## src/rtl/core/stftpsd_pkg.sv

```systemverilog
package stftpsd_pkg;

    typedef longint unsigned u64_t;

    localparam int NPERSEG = 64;
    localparam int NBINS   = NPERSEG / 2 + 1;
    localparam int IDX_W   = $clog2(NPERSEG);
    localparam int SMP_W   = 14;
    localparam int WIN_W   = 16;
    localparam int TW_W    = 17;
    localparam int SCR_W   = 29;
    localparam int PROD_W  = SCR_W + TW_W;
    localparam int ACC_W   = PROD_W + IDX_W;
    localparam int SH_W    = $clog2(ACC_W - 31 + 1);
    localparam int FNUM_W  = 16;
    localparam int BIN_W   = 6;
    localparam int DB_W    = 16;
    localparam int OVL_W   = 6;
    localparam int CMDQ_DEPTH = 2;
    localparam int CMDQ_PTR_W = 1;

    localparam logic [OVL_W-1:0]       OVERLAP_RESET = 6'd32;
    localparam logic signed [DB_W-1:0] DB_MIN        = -16'sd30720;
    localparam logic signed [DB_W-1:0] DB_MAX        = 16'sd4096;
    localparam logic signed [25:0]     DB_K_Q16      = 26'sd25252226;
    localparam logic signed [7:0]      LOG_BIAS      = 8'sd86;
    localparam logic [5:0]             SQ_TOP        = 6'd62;

    localparam u64_t Q30_ONE     = 64'd1073741824;
    localparam u64_t HALF_PI_Q30 = 64'd1686629713;
    localparam u64_t HANN_DEN    = u64_t'(NPERSEG - 1);
    localparam u64_t SIN_DEN     = u64_t'(4 * NPERSEG);

    typedef u64_t div_arr_t [8];
    localparam div_arr_t COS_DIV = '{64'd1, 64'd2, 64'd12, 64'd30, 64'd56, 64'd90, 64'd132,
                                     64'd182};
    localparam div_arr_t SIN_DIV = '{64'd1, 64'd6, 64'd20, 64'd42, 64'd72, 64'd110, 64'd156,
                                     64'd210};

    typedef struct packed {
        logic signed [SMP_W-1:0] sample;
        logic                    block_start;
    } smp_in_t;

    typedef struct packed {
        logic [FNUM_W-1:0]      frame_number;
        logic [BIN_W-1:0]       bin;
        logic signed [DB_W-1:0] level_db;
        logic                   last_bin;
    } res_t;

    typedef struct packed {
        logic signed [SMP_W-1:0] sample;
        logic                    frame;
        logic [FNUM_W-1:0]       fnum;
    } cmd_t;

    typedef enum logic [3:0] {
        B_IDLE,
        B_WIN,
        B_DFT,
        B_DRAIN,
        B_ABS,
        B_SHIFT,
        B_SQ,
        B_SUM,
        B_NORM,
        B_LOG,
        B_MULK,
        B_ROUND,
        B_OUT
    } bk_state_t;

    typedef logic [WIN_W-1:0]       win_arr_t [NPERSEG];
    typedef logic signed [TW_W-1:0] tw_arr_t [NPERSEG];

    // Q30 Taylor series on a quarter turn
    function automatic longint series(input u64_t x, input logic want_sin);
        u64_t   x2;
        u64_t   term;
        longint acc;
        x2   = (x * x) >> 30;
        term = want_sin ? x : Q30_ONE;
        acc  = longint'(term);
        for (int k = 1; k <= 7; k++)
        begin
            if (want_sin)
                term = ((term * x2) >> 30) / SIN_DIV[k];
            else
                term = ((term * x2) >> 30) / COS_DIV[k];
            if ((k & 1) == 1)
                acc = acc - longint'(term);
            else
                acc = acc + longint'(term);
        end
        return acc;
    endfunction

    // Q30 cosine of a 32-bit phase fraction of a turn
    function automatic longint cos_phase(input u64_t ph);
        u64_t   quad;
        u64_t   f;
        u64_t   x;
        longint r;
        quad = (ph >> 30) & 64'd3;
        f    = ph & (Q30_ONE - 64'd1);
        x    = (f * HALF_PI_Q30) >> 30;
        if (quad == 64'd0)
            r = series(x, 1'b0);
        else if (quad == 64'd1)
            r = -series(x, 1'b1);
        else if (quad == 64'd2)
            r = -series(x, 1'b0);
        else
            r = series(x, 1'b1);
        if (r > longint'(Q30_ONE))
            r = longint'(Q30_ONE);
        if (r < -longint'(Q30_ONE))
            r = -longint'(Q30_ONE);
        return r;
    endfunction

    function automatic logic signed [TW_W-1:0] to_q15(input longint c30);
        u64_t   u;
        longint v;
        u = u64_t'(c30 + longint'(Q30_ONE)) + 64'd16384;
        v = longint'(u >> 15) - 64'sd32768;
        return TW_W'(v);
    endfunction

    function automatic win_arr_t build_hann();
        win_arr_t t;
        u64_t     ph;
        u64_t     w;
        longint   c;
        for (int i = 0; i < NPERSEG; i++)
        begin
            ph = ((u64_t'(i) % HANN_DEN) << 32) / HANN_DEN;
            c  = cos_phase(ph);
            w  = u64_t'(longint'(Q30_ONE) - c) >> 16;
            t[i] = (w > 64'd32767) ? WIN_W'(32767) : WIN_W'(w);
        end
        return t;
    endfunction

    function automatic tw_arr_t build_cos();
        tw_arr_t t;
        u64_t    ph;
        for (int i = 0; i < NPERSEG; i++)
        begin
            ph   = (u64_t'(i) << 32) / NPERSEG;
            t[i] = to_q15(cos_phase(ph));
        end
        return t;
    endfunction

    function automatic tw_arr_t build_sin();
        tw_arr_t t;
        u64_t    ph;
        for (int i = 0; i < NPERSEG; i++)
        begin
            ph   = ((u64_t'(4 * i + 3 * NPERSEG) % SIN_DEN) << 32) / SIN_DEN;
            t[i] = to_q15(cos_phase(ph));
        end
        return t;
    endfunction

    localparam win_arr_t HANN_ROM = build_hann();
    localparam tw_arr_t  COS_TAB  = build_cos();
    localparam tw_arr_t  SIN_TAB  = build_sin();

endpackage

```

## src/rtl/core/stftpsd_cmd_fifo.sv

```systemverilog
module stftpsd_cmd_fifo (
    input  logic                clk,
    input  logic                rst_n,
    input  logic                wr,
    input  stftpsd_pkg::cmd_t   wdata,
    output logic                full,
    input  logic                rd,
    output stftpsd_pkg::cmd_t   rdata,
    output logic                empty
);
    import stftpsd_pkg::*;

    cmd_t                  slot_reg [CMDQ_DEPTH];
    logic [CMDQ_PTR_W-1:0] wptr_reg;
    logic [CMDQ_PTR_W-1:0] rptr_reg;
    logic [CMDQ_PTR_W:0]   count_reg;
    logic [CMDQ_PTR_W:0]   count_next;
    logic                  do_wr;
    logic                  do_rd;

    assign full  = (count_reg == (CMDQ_PTR_W + 1)'(CMDQ_DEPTH));
    assign empty = (count_reg == '0);
    assign do_wr = wr && !full;
    assign do_rd = rd && !empty;
    assign rdata = slot_reg[rptr_reg];

    always_comb
    begin
        count_next = count_reg;
        if (do_wr && !do_rd)
            count_next = count_reg + 1'b1;
        else if (do_rd && !do_wr)
            count_next = count_reg - 1'b1;
    end

    always_ff @(posedge clk or negedge rst_n)
    begin
        if (!rst_n)
        begin
            wptr_reg  <= '0;
            rptr_reg  <= '0;
            count_reg <= '0;
        end
        else
        begin
            count_reg <= count_next;
            if (do_wr)
                wptr_reg <= wptr_reg + 1'b1;
            if (do_rd)
                rptr_reg <= rptr_reg + 1'b1;
        end
    end

    always_ff @(posedge clk)
    begin
        if (do_wr)
            slot_reg[wptr_reg] <= wdata;
    end

endmodule

```

## config.mk

```make
export PLATFORM = sky130hd
export DESIGN_NAME = stftpsd_cmd_fifo
export DESIGN_NICKNAME = d
export VERILOG_FILES = /design/src/rtl/core/stftpsd_pkg.sv /design/src/rtl/core/stftpsd_cmd_fifo.sv
export SDC_FILE = /design/constraint.sdc
export NUM_CORES = 1
export LEC_CHECK = 0
export BUFFER_PORTS_ARGS = -buffer_cell sky130_fd_sc_hd__buf_2
export CORE_AREA = 3 3 72 74
export DETAILED_ROUTE_END_ITERATION = 16
export DIE_AREA = 0 0 75 77
export PLACE_DENSITY = 0.83
export SYNTH_ARGS = -nofsm -noshare
export SYNTH_HDL_FRONTEND = slang
export SYNTH_SLANG_ARGS = --single-unit
```

## constraint.sdc

```tcl
create_clock -name clk -period 6 [get_ports clk]
set_input_delay 0.3 -clock clk [delete_from_list [all_inputs] [get_ports clk]]
set_output_delay 0.3 -clock clk [all_outputs]
set_load 0.02 [all_outputs]
```

==> results.cfg <==
[placement]
post-place-cells = 234
hpwl_um = 2980
placed_area_um2 = 2940
routabilityCongestion = 0.715
place_ws_ns = 4.05
port_buffers = 67

[pwr]
power.density_nw_per_um2 = 525
power_mw = 1.66
ir_drop_mv = 0.289
p_leak_nw = 1.31

[clock_network]
cts-htree-levels = 3
cts_buffers = 9
clk_pin_slew_ns = 0.07
cts_tree = built
root_buffer = clkbuf_8
clockBufferDepth = 2
post-cts-setup-buffer-count = 0
clkLatencyLatePin_ns = 0.33
cts_sinks = 66

[cells_and_area]
n_antenna_cell = 0
fin_util_pct = 67.9
area_growth_pct = 22.2
largest_reg_flops = 62
drive_gt1_share_pct = 58.9
final_nets = 228
final_cell_area_um2 = 3160
final_cell_count_no_fill = 251

[routing]
ant_nets = 0
vias_per_cell = 5.15
routedWlPerCell_um = 17.6
drc = 0
firstDrtPassIters = 6
wl_um = 4430
drt-initial-drc-count = 104
num_vias = 1293

[sta]
rsz0062_at_grt = no
hold_viol = 0
skew_ns = 0.0120
finalSetupTns_ns = 0
post-route-period-util_pct = 37.3
fin_ws_ns = 3.76
drv_slew = 0
tightest_slew_ns = 0.981
layout_min_cycle_time_ns = 2.24
finalSetupViolations = 0
holdWs_ns = 0.152
fmax_ghz = 0.447
slew_headroom_pct = 34.6

[synthesis]
yosys_warnings = 0
avgSynthCellArea_um2 = 22.3
synth_area_leaders = edfxtp_1 72%, mux2_4 17%, dfrtp_1 3.9%
synth_top_area_cell = edfxtp_1
synth.top_cell.area_share_pct = 72.0
syn_inst = 116
ys_seq_elements = 66
yosysSeqAreaShare_pct = 75.8
synthesis.area_um2 = 2590
yosysUniqueCellTypes = 15
synth_fp_nets = 152

[die]
die_w_um = 75
fp.coreArea_um2 = 4660
ios = 68
rows = 25
die-area_um2 = 5780
initial_core_util_pct = 55.5
die_y_um = 77

[status]
status = completed

[worst_setup_path]
critical-path-top-delay-family = flip-flops
path_buf_inv = 1
slowest_stage = dfrtp_2
crit_arrival_ns = 1.94
crit_required_ns = 5.70
worstPathMaxFanout = 32
end_kind = output port
crit_chain = mux2_2 -> buf_2
startpoint_type = flop
cpPeakStageDelay_ns = 1.02
worstSetupPathType = reg -> out

[global_routing]
grt_pass1_vias = 1290
antenna_found_initial = 0
grt_max_degree = 33
grt_first_pass_wirelength_um = 6750
grt-ovfl-total = 0
grt_use_total_pct = 16.8

[run]
drv_cap = 0

[hold_path]
worstHoldPathType = in -> reg
==> final timing paths <==
kind,from,endpoint,slack (ns),cells past startpoint
hold reg to reg,count_reg[1],count_reg[1],0.53,1
max in group asynchronous,rst_n,rptr_reg,5.56,2
hold / removal,wdata[2],slot_reg[1][2],0.15,1
setup / recovery,rptr_reg,rdata[9],3.76,2
min in group asynchronous,rst_n,count_reg[0],0.30,2
setup reg to reg,count_reg[0],slot_reg[1][20],4.05,3
==> synthesized netlist by cell type (all sizes together) <==
cell / instances
nand2b: 1
dfrtp: 4
ha: 1
nor2: 3
buf: 4
xnor2: 3
inv: 2
nand2: 1
o21ai: 1
mux2: 31
xor2: 2
and3: 1
edfxtp: 62
==> cell type report <==
class | count | area (µm²)
clock inverters | 7 | 93.8
multi-input cells | 44 | 554
inverters | 2 | 7.51
clock buffers | 9 | 124
fillers | 307 | 1500
well taps | 54 | 67.6
flip-flops and latches | 66 | 1960
repair buffers | 69 | 353
==> layer usage <==
| metal | vias to the layer above | wire length (µm) | track usage, % |
|---|---|---|---|
| met5 | - | 0 | 0 |
| met4 | 0 | 74 | 7.30 |
| met3 | 8 | 325 | 7.60 |
| met1 | 632 | 1750 | 19.6 |
| li1 | 600 | - | - |
| met2 | 53 | 2280 | 26.4 |
==> worst register-to-register path, stage by stage (launching register included) <==
cell and delay, ns:
dfrtp_1 0.43, nand2b_1 0.18, and3_1 0.65, buf_4 0.38
==> power breakdown <==
part / internal [mW] / switching, mW
sequential: 0.633 / 0.0956
combinational: 0.261 / 0.275
clock: 0.233 / 0.163
==> placed cells by master, fill, tap and decap left out, drive strengths merged <==
cell         netlist  routed
mux2              31      31
o21ai              1       1
inv                2       2
xor2               2       2
edfxtp            62      62
buf                4      68
dfrtp              4       4
nand2b             1       1
xnor2              3       3
nand2              1       1
clkinv             0       4
ha                 1       1
dlygate4sd3        0       1
bufinv             0       2
clkbuf             0       9
clkinvlp           0       1
and3               1       1
nor2               3       3
==> what timing repair did <==
item	in CTS	in global routing
endpoints found under the hold margin	4	0
hold buffers	1	0
resized for setup	0	0
endpoints found under the setup margin	0	0
==> logic make-up (layout without fill, tap and decap cells) <==
logic type	count (synthesis)	in the layout	share of synthesized area, %
compound gates	1	1	0.193
xor+xnor	5	5	1.69
fa+ha+maj	1	1	0.483
buf+inv	6	87	3.05
flops	66	66	75.8
mux	31	31	17.7
simple gates	6	6	1.06
Power figures use the tool's default switching activity.
