[config.mk]
export PLATFORM = sky130hd
export DESIGN_NAME = stftpsd_front
export DESIGN_NICKNAME = d
export VERILOG_FILES = /design/src/rtl/core/stftpsd_pkg.sv /design/src/rtl/core/stftpsd_front.sv
export SDC_FILE = /design/constraint.sdc
export NUM_CORES = 1
export LEC_CHECK = 0
export ABC_AREA = 1
export BUFFER_PORTS_ARGS = -buffer_cell sky130_fd_sc_hd__buf_2
export CAP_MARGIN = 20
export CORE_ASPECT_RATIO = 1.25
export CORE_MARGIN = 4
export CORE_UTILIZATION = 47
export DETAILED_ROUTE_END_ITERATION = 7
export PLACE_DENSITY = 0.71
export SYNTH_ARGS = -nofsm -noshare
export SYNTH_HDL_FRONTEND = slang
export SYNTH_SLANG_ARGS = --single-unit
[constraint.sdc]
create_clock -name clk -period 10.59 [get_ports clk]
set_input_delay 3.177 -clock clk [delete_from_list [all_inputs] [get_ports clk]]
set_output_delay 3.177 -clock clk [all_outputs]
set_load 0.05 [all_outputs]
[src/rtl/core/stftpsd_pkg.sv]
package stftpsd_pkg;

    typedef longint unsigned u64_t;

    localparam int NPERSEG = 64;
    localparam int NBINS   = NPERSEG / 2 + 1;
    localparam int IDX_W   = $clog2(NPERSEG);
    localparam int SMP_W   = 14;
    localparam int WIN_W   = 16;
    localparam int TW_W    = 17;
    localparam int SCR_W   = 29;
    localparam int PROD_W  = SCR_W + TW_W;
    localparam int ACC_W   = PROD_W + IDX_W;
    localparam int SH_W    = $clog2(ACC_W - 31 + 1);
    localparam int FNUM_W  = 16;
    localparam int BIN_W   = 6;
    localparam int DB_W    = 16;
    localparam int OVL_W   = 6;
    localparam int CMDQ_DEPTH = 2;
    localparam int CMDQ_PTR_W = 1;

    localparam logic [OVL_W-1:0]       OVERLAP_RESET = 6'd32;
    localparam logic signed [DB_W-1:0] DB_MIN        = -16'sd30720;
    localparam logic signed [DB_W-1:0] DB_MAX        = 16'sd4096;
    localparam logic signed [25:0]     DB_K_Q16      = 26'sd25252226;
    localparam logic signed [7:0]      LOG_BIAS      = 8'sd86;
    localparam logic [5:0]             SQ_TOP        = 6'd62;

    localparam u64_t Q30_ONE     = 64'd1073741824;
    localparam u64_t HALF_PI_Q30 = 64'd1686629713;
    localparam u64_t HANN_DEN    = u64_t'(NPERSEG - 1);
    localparam u64_t SIN_DEN     = u64_t'(4 * NPERSEG);

    typedef u64_t div_arr_t [8];
    localparam div_arr_t COS_DIV = '{64'd1, 64'd2, 64'd12, 64'd30, 64'd56, 64'd90, 64'd132,
                                     64'd182};
    localparam div_arr_t SIN_DIV = '{64'd1, 64'd6, 64'd20, 64'd42, 64'd72, 64'd110, 64'd156,
                                     64'd210};

    typedef struct packed {
        logic signed [SMP_W-1:0] sample;
        logic                    block_start;
    } smp_in_t;

    typedef struct packed {
        logic [FNUM_W-1:0]      frame_number;
        logic [BIN_W-1:0]       bin;
        logic signed [DB_W-1:0] level_db;
        logic                   last_bin;
    } res_t;

    typedef struct packed {
        logic signed [SMP_W-1:0] sample;
        logic                    frame;
        logic [FNUM_W-1:0]       fnum;
    } cmd_t;

    typedef enum logic [3:0] {
        B_IDLE,
        B_WIN,
        B_DFT,
        B_DRAIN,
        B_ABS,
        B_SHIFT,
        B_SQ,
        B_SUM,
        B_NORM,
        B_LOG,
        B_MULK,
        B_ROUND,
        B_OUT
    } bk_state_t;

    typedef logic [WIN_W-1:0]       win_arr_t [NPERSEG];
    typedef logic signed [TW_W-1:0] tw_arr_t [NPERSEG];

    // Q30 Taylor series on a quarter turn
    function automatic longint series(input u64_t x, input logic want_sin);
        u64_t   x2;
        u64_t   term;
        longint acc;
        x2   = (x * x) >> 30;
        term = want_sin ? x : Q30_ONE;
        acc  = longint'(term);
        for (int k = 1; k <= 7; k++)
        begin
            if (want_sin)
                term = ((term * x2) >> 30) / SIN_DIV[k];
            else
                term = ((term * x2) >> 30) / COS_DIV[k];
            if ((k & 1) == 1)
                acc = acc - longint'(term);
            else
                acc = acc + longint'(term);
        end
        return acc;
    endfunction

    // Q30 cosine of a 32-bit phase fraction of a turn
    function automatic longint cos_phase(input u64_t ph);
        u64_t   quad;
        u64_t   f;
        u64_t   x;
        longint r;
        quad = (ph >> 30) & 64'd3;
        f    = ph & (Q30_ONE - 64'd1);
        x    = (f * HALF_PI_Q30) >> 30;
        if (quad == 64'd0)
            r = series(x, 1'b0);
        else if (quad == 64'd1)
            r = -series(x, 1'b1);
        else if (quad == 64'd2)
            r = -series(x, 1'b0);
        else
            r = series(x, 1'b1);
        if (r > longint'(Q30_ONE))
            r = longint'(Q30_ONE);
        if (r < -longint'(Q30_ONE))
            r = -longint'(Q30_ONE);
        return r;
    endfunction

    function automatic logic signed [TW_W-1:0] to_q15(input longint c30);
        u64_t   u;
        longint v;
        u = u64_t'(c30 + longint'(Q30_ONE)) + 64'd16384;
        v = longint'(u >> 15) - 64'sd32768;
        return TW_W'(v);
    endfunction

    function automatic win_arr_t build_hann();
        win_arr_t t;
        u64_t     ph;
        u64_t     w;
        longint   c;
        for (int i = 0; i < NPERSEG; i++)
        begin
            ph = ((u64_t'(i) % HANN_DEN) << 32) / HANN_DEN;
            c  = cos_phase(ph);
            w  = u64_t'(longint'(Q30_ONE) - c) >> 16;
            t[i] = (w > 64'd32767) ? WIN_W'(32767) : WIN_W'(w);
        end
        return t;
    endfunction

    function automatic tw_arr_t build_cos();
        tw_arr_t t;
        u64_t    ph;
        for (int i = 0; i < NPERSEG; i++)
        begin
            ph   = (u64_t'(i) << 32) / NPERSEG;
            t[i] = to_q15(cos_phase(ph));
        end
        return t;
    endfunction

    function automatic tw_arr_t build_sin();
        tw_arr_t t;
        u64_t    ph;
        for (int i = 0; i < NPERSEG; i++)
        begin
            ph   = ((u64_t'(4 * i + 3 * NPERSEG) % SIN_DEN) << 32) / SIN_DEN;
            t[i] = to_q15(cos_phase(ph));
        end
        return t;
    endfunction

    localparam win_arr_t HANN_ROM = build_hann();
    localparam tw_arr_t  COS_TAB  = build_cos();
    localparam tw_arr_t  SIN_TAB  = build_sin();

endpackage

[src/rtl/core/stftpsd_front.sv]
module stftpsd_front (
    input  logic                                clk,
    input  logic                                rst_n,
    input  logic                                push,
    output logic                                full,
    input  stftpsd_pkg::smp_in_t                item,
    input  logic                                overlap_we,
    input  logic [stftpsd_pkg::OVL_W-1:0]       overlap_data,
    output logic                                cmd_push,
    output stftpsd_pkg::cmd_t                   cmd,
    input  logic                                cmd_full
);
    import stftpsd_pkg::*;

    logic [OVL_W-1:0]  overlap_reg;
    logic [IDX_W:0]    seen_reg;
    logic [IDX_W:0]    seen_next;
    logic [IDX_W-1:0]  phase_reg;
    logic [IDX_W-1:0]  phase_next;
    logic [FNUM_W-1:0] fc_reg;
    logic [FNUM_W-1:0] fc_next;
    logic              accept;
    logic              frame;

    assign full     = cmd_full;
    assign accept   = push && !cmd_full;
    assign cmd_push = accept;

    always_comb
    begin
        logic [IDX_W:0]    seen_eff;
        logic [IDX_W-1:0]  phase_eff;
        logic [FNUM_W-1:0] fc_eff;
        logic [IDX_W:0]    hop;
        logic [IDX_W:0]    ph1;
        seen_eff  = item.block_start ? '0 : seen_reg;
        phase_eff = item.block_start ? '0 : phase_reg;
        fc_eff    = item.block_start ? '0 : fc_reg;
        hop       = (IDX_W + 1)'(NPERSEG) - (IDX_W + 1)'(overlap_reg);
        ph1       = {1'b0, phase_eff} + 1'b1;
        frame     = 1'b0;
        seen_next = seen_eff;
        phase_next = phase_eff;
        if (seen_eff < (IDX_W + 1)'(NPERSEG))
        begin
            seen_next = seen_eff + 1'b1;
            if (seen_next == (IDX_W + 1)'(NPERSEG))
            begin
                frame      = 1'b1;
                phase_next = '0;
            end
        end
        else if (ph1 >= hop)
        begin
            frame      = 1'b1;
            phase_next = '0;
        end
        else
        begin
            phase_next = ph1[IDX_W-1:0];
        end
        fc_next    = fc_eff + FNUM_W'(frame);
        cmd.sample = item.sample;
        cmd.frame  = frame;
        cmd.fnum   = fc_eff;
    end

    always_ff @(posedge clk or negedge rst_n)
    begin
        if (!rst_n)
        begin
            overlap_reg <= OVERLAP_RESET;
            seen_reg    <= '0;
            phase_reg   <= '0;
            fc_reg      <= '0;
        end
        else
        begin
            if (overlap_we)
                overlap_reg <= overlap_data;
            if (accept)
            begin
                seen_reg  <= seen_next;
                phase_reg <= phase_next;
                fc_reg    <= fc_next;
            end
        end
    end

endmodule

==> results.yml <==
global_routing:
  grt_max_degree: 36
  overflow: 0
  track_usage: 0.165
  antenna_found_initial: 0
  grt_pass1_wl_mm: 8.87
  grt_pass1_vias: 2077
yosys:
  netlist_area_um2: 2570
  netlist_instances: 363
  ys.warnings.count: 0
  ys_types: 34
  ys_seq_area_frac: 0.341
  synth_flop_cell: "dfrtp_1"
  ys_seq_elements: 35
  synth_nets: 400
  synthDominantCellAreaShare: 0.331
  yosys.area.top_type: "dfrtp_1"
  synth-edff-count: 0
  synth_area_leaders: "dfrtp_1, nand2_1, inv_1"
  ys_async_sr_fraction: 1.00
  syn_area_per_cell_um2: 7.08
timing:
  relSlewSlack: 0.481
  period_share: 0.839
  timing.fmax_ghz: 0.113
  worst_pin_slew_ns: 0.779
  rsz0062_at_grt: "no"
  finalHoldViolations: 0
  slew_violations: 0
  skew_ns: 0.00636
  min_period_ns: 8.88
  setup_tns_ns: 0
  setup_viol: 0
cts:
  cts_setup_buffers: 0
  clockBufferDepth: 2
  numCtsBuffers: 5
  htree_levels: 2
  cts_sinks: 35
  cts-resized-gates: 0
  cts-root-buf: "clkbuf_8"
  cts_tree: "done"
  cts_hold_buf: 0
  insertion_delay_ns: 0.28
  clk_pin_slew_ns: 0.07
critical_path:
  worstPathCellList: "buf_2 -> inv_2 -> nand2_1 -> inv_1 -> ha_1 -> nand2_1 -> inv_1 -> nand4_1 -> ha_1 -> nand2_1 -> nor2_1 -> nand3_1 -> nor2_2 -> nand3_1 -> o21ai_0 -> buf_2"
  ff2ff_setup_slack_ns: 7.17
  arrival_ns: 5.71
  path_max_fanout: 23
  crit_buf_inv: 5
  path_delay_family: "buffers and inverters"
  endpoint_kind: "output pin"
  critPathSlowestCell: "inv_2"
  crit_top_cell: "nand2_1"
  critPathMaxStageDelay_ns: 0.39
  critPathRequiredTime_ns: 7.41
  critPathKind: "primary input to output pin"
  start_kind: "primary input"
final_layout:
  largest_reg_flops: 16
  layout_common_cells: "nand2_1, inv_1, nor2_1, dfrtp_1, buf_2"
  area_delta_synth_final_pct: 5.06
  antenna_cells: 0
  final_core_util: 0.521
  mostFrequentLayoutCell: "nand2_1"
  drive_gt1_frac: 0.163
  final_nets: 412
floorplan:
  start_util: 0.496
  ios: 59
  fp.dieH_um: 90.7
  dieArea_um2: 6730
  core_um2: 5190
  die_w_um: 74.2
  num_rows: 29
detailed_routing:
  vias_per_cell: 4.97
  wirelength_mm: 5.10
  routedWlPerCell_um: 11.7
  firstDrtPassIters: 4
  drc_errors: 0
  ant_nets: 0
  first_iter_violations: 59
  dr_total_vias: 2171
power:
  powerDensity_nw_per_um2: 102
  ir_drop_mv: 0.0634
  power.leakage_nw: 1.44
  p_total_uw: 275
run_status:
  outcome: "finished clean"
placed_design:
  gp_congestion: 0.903
  io_buffers: 30
  dp_hpwl_mm: 3.89
min_path:
  hp-class: "flop to flop"
flow_run:
  max-cap-violations: 0
-- logic make-up after synthesis --
kind of cell / share of synthesized area
DFF: 0.341
adders and majority gates: 0.0535
AOI/OAI and AO/OA: 0.0545
xor gates and xnor gates: 0.0511
buffers and inverters: 0.146
and+or+nand+nor: 0.353
-- worst reg2reg max path: cells and delay by family (launching register included) --
kind                     cells  cell delay [ns]
AND/OR/NAND/NOR             12             1.51
AO/OA/AOI/OAI                2             0.42
XOR/XNOR                     1             0.17
buffers and inverters        1             0.11
adder cells (fa/ha/maj)      3             0.68
flip-flops                   1             0.40
-- metal layers --
metal / global-route usage / routed length [µm] / share of wire / up-vias
met2: 0.303 / 2690 / 0.53 / 47
met3: 0.0379 / 266 / 0.052 / 7
met4: 0.0498 / 79 / 0.016 / 0
li1: - / - / - / 1125
met1: 0.180 / 2060 / 0.40 / 992
met5: 0 / 0 / 0 / -
-- metrics by stage --
step,area [µm²],cells,setup slack [ns],hold WS (ns)
2_1_floorplan,2570,363,2.42,0.449
3_3_place_gp,2610,430,1.85,0.469
3_5_place_dp,2610,430,1.75,0.473
4_1_cts,2700,437,1.71,0.491
5_1_grt,2700,437,1.50,0.547
6_report,2700,437,1.71,0.489
-- synthesized netlist by cell type, types with 2 or more instances --
cell type,count
a21oi_1,3
nor2_2,4
buf_4,16
buf_6,2
nand3_1,20
dfrtp_1,34
ha_1,11
nand3_2,2
nor3_1,3
nand2_1,119
nand2_2,3
nand4_1,6
buf_2,4
nor2_1,34
nor3_2,3
xor2_1,11
o21ai_0,16
nor2_4,3
clkbuf_1,2
inv_2,4
xnor2_1,4
inv_1,47
-- power by group --
| part | switching (mW) | internal, mW | leakage, nW |
|---|---|---|---|
| Clock | 0.0456 | 0.0510 | 0.0470 |
| Sequential | 0.00416 | 0.139 | 0.468 |
| Combinational | 0.0242 | 0.0110 | 0.929 |
-- final cells by class --
class	count	area (µm²)
fillers	524	2490
repair buffers	30	150
flip-flops and latches	35	877
clock buffers	6	82.6
multi-input cells	252	1320
well taps	62	77.6
clock inverters	1	5.00
inverters	51	191
-- worst paths after layout --
kind,cells past startpoint,end,startpoint
worst max-delay path,16,cmd[16],item[0]
worst min-delay path,2,fc_reg[15],fc_reg[15]
worst max register to register,19,fc_reg[14],overlap_reg[0]
worst min register to register,2,fc_reg[15],fc_reg[15]
max in group asynchronous,1,seen_reg[4],rst_n
min in group asynchronous,1,fc_reg[4],rst_n
Note: power is estimated with default switching activity, not from simulation.
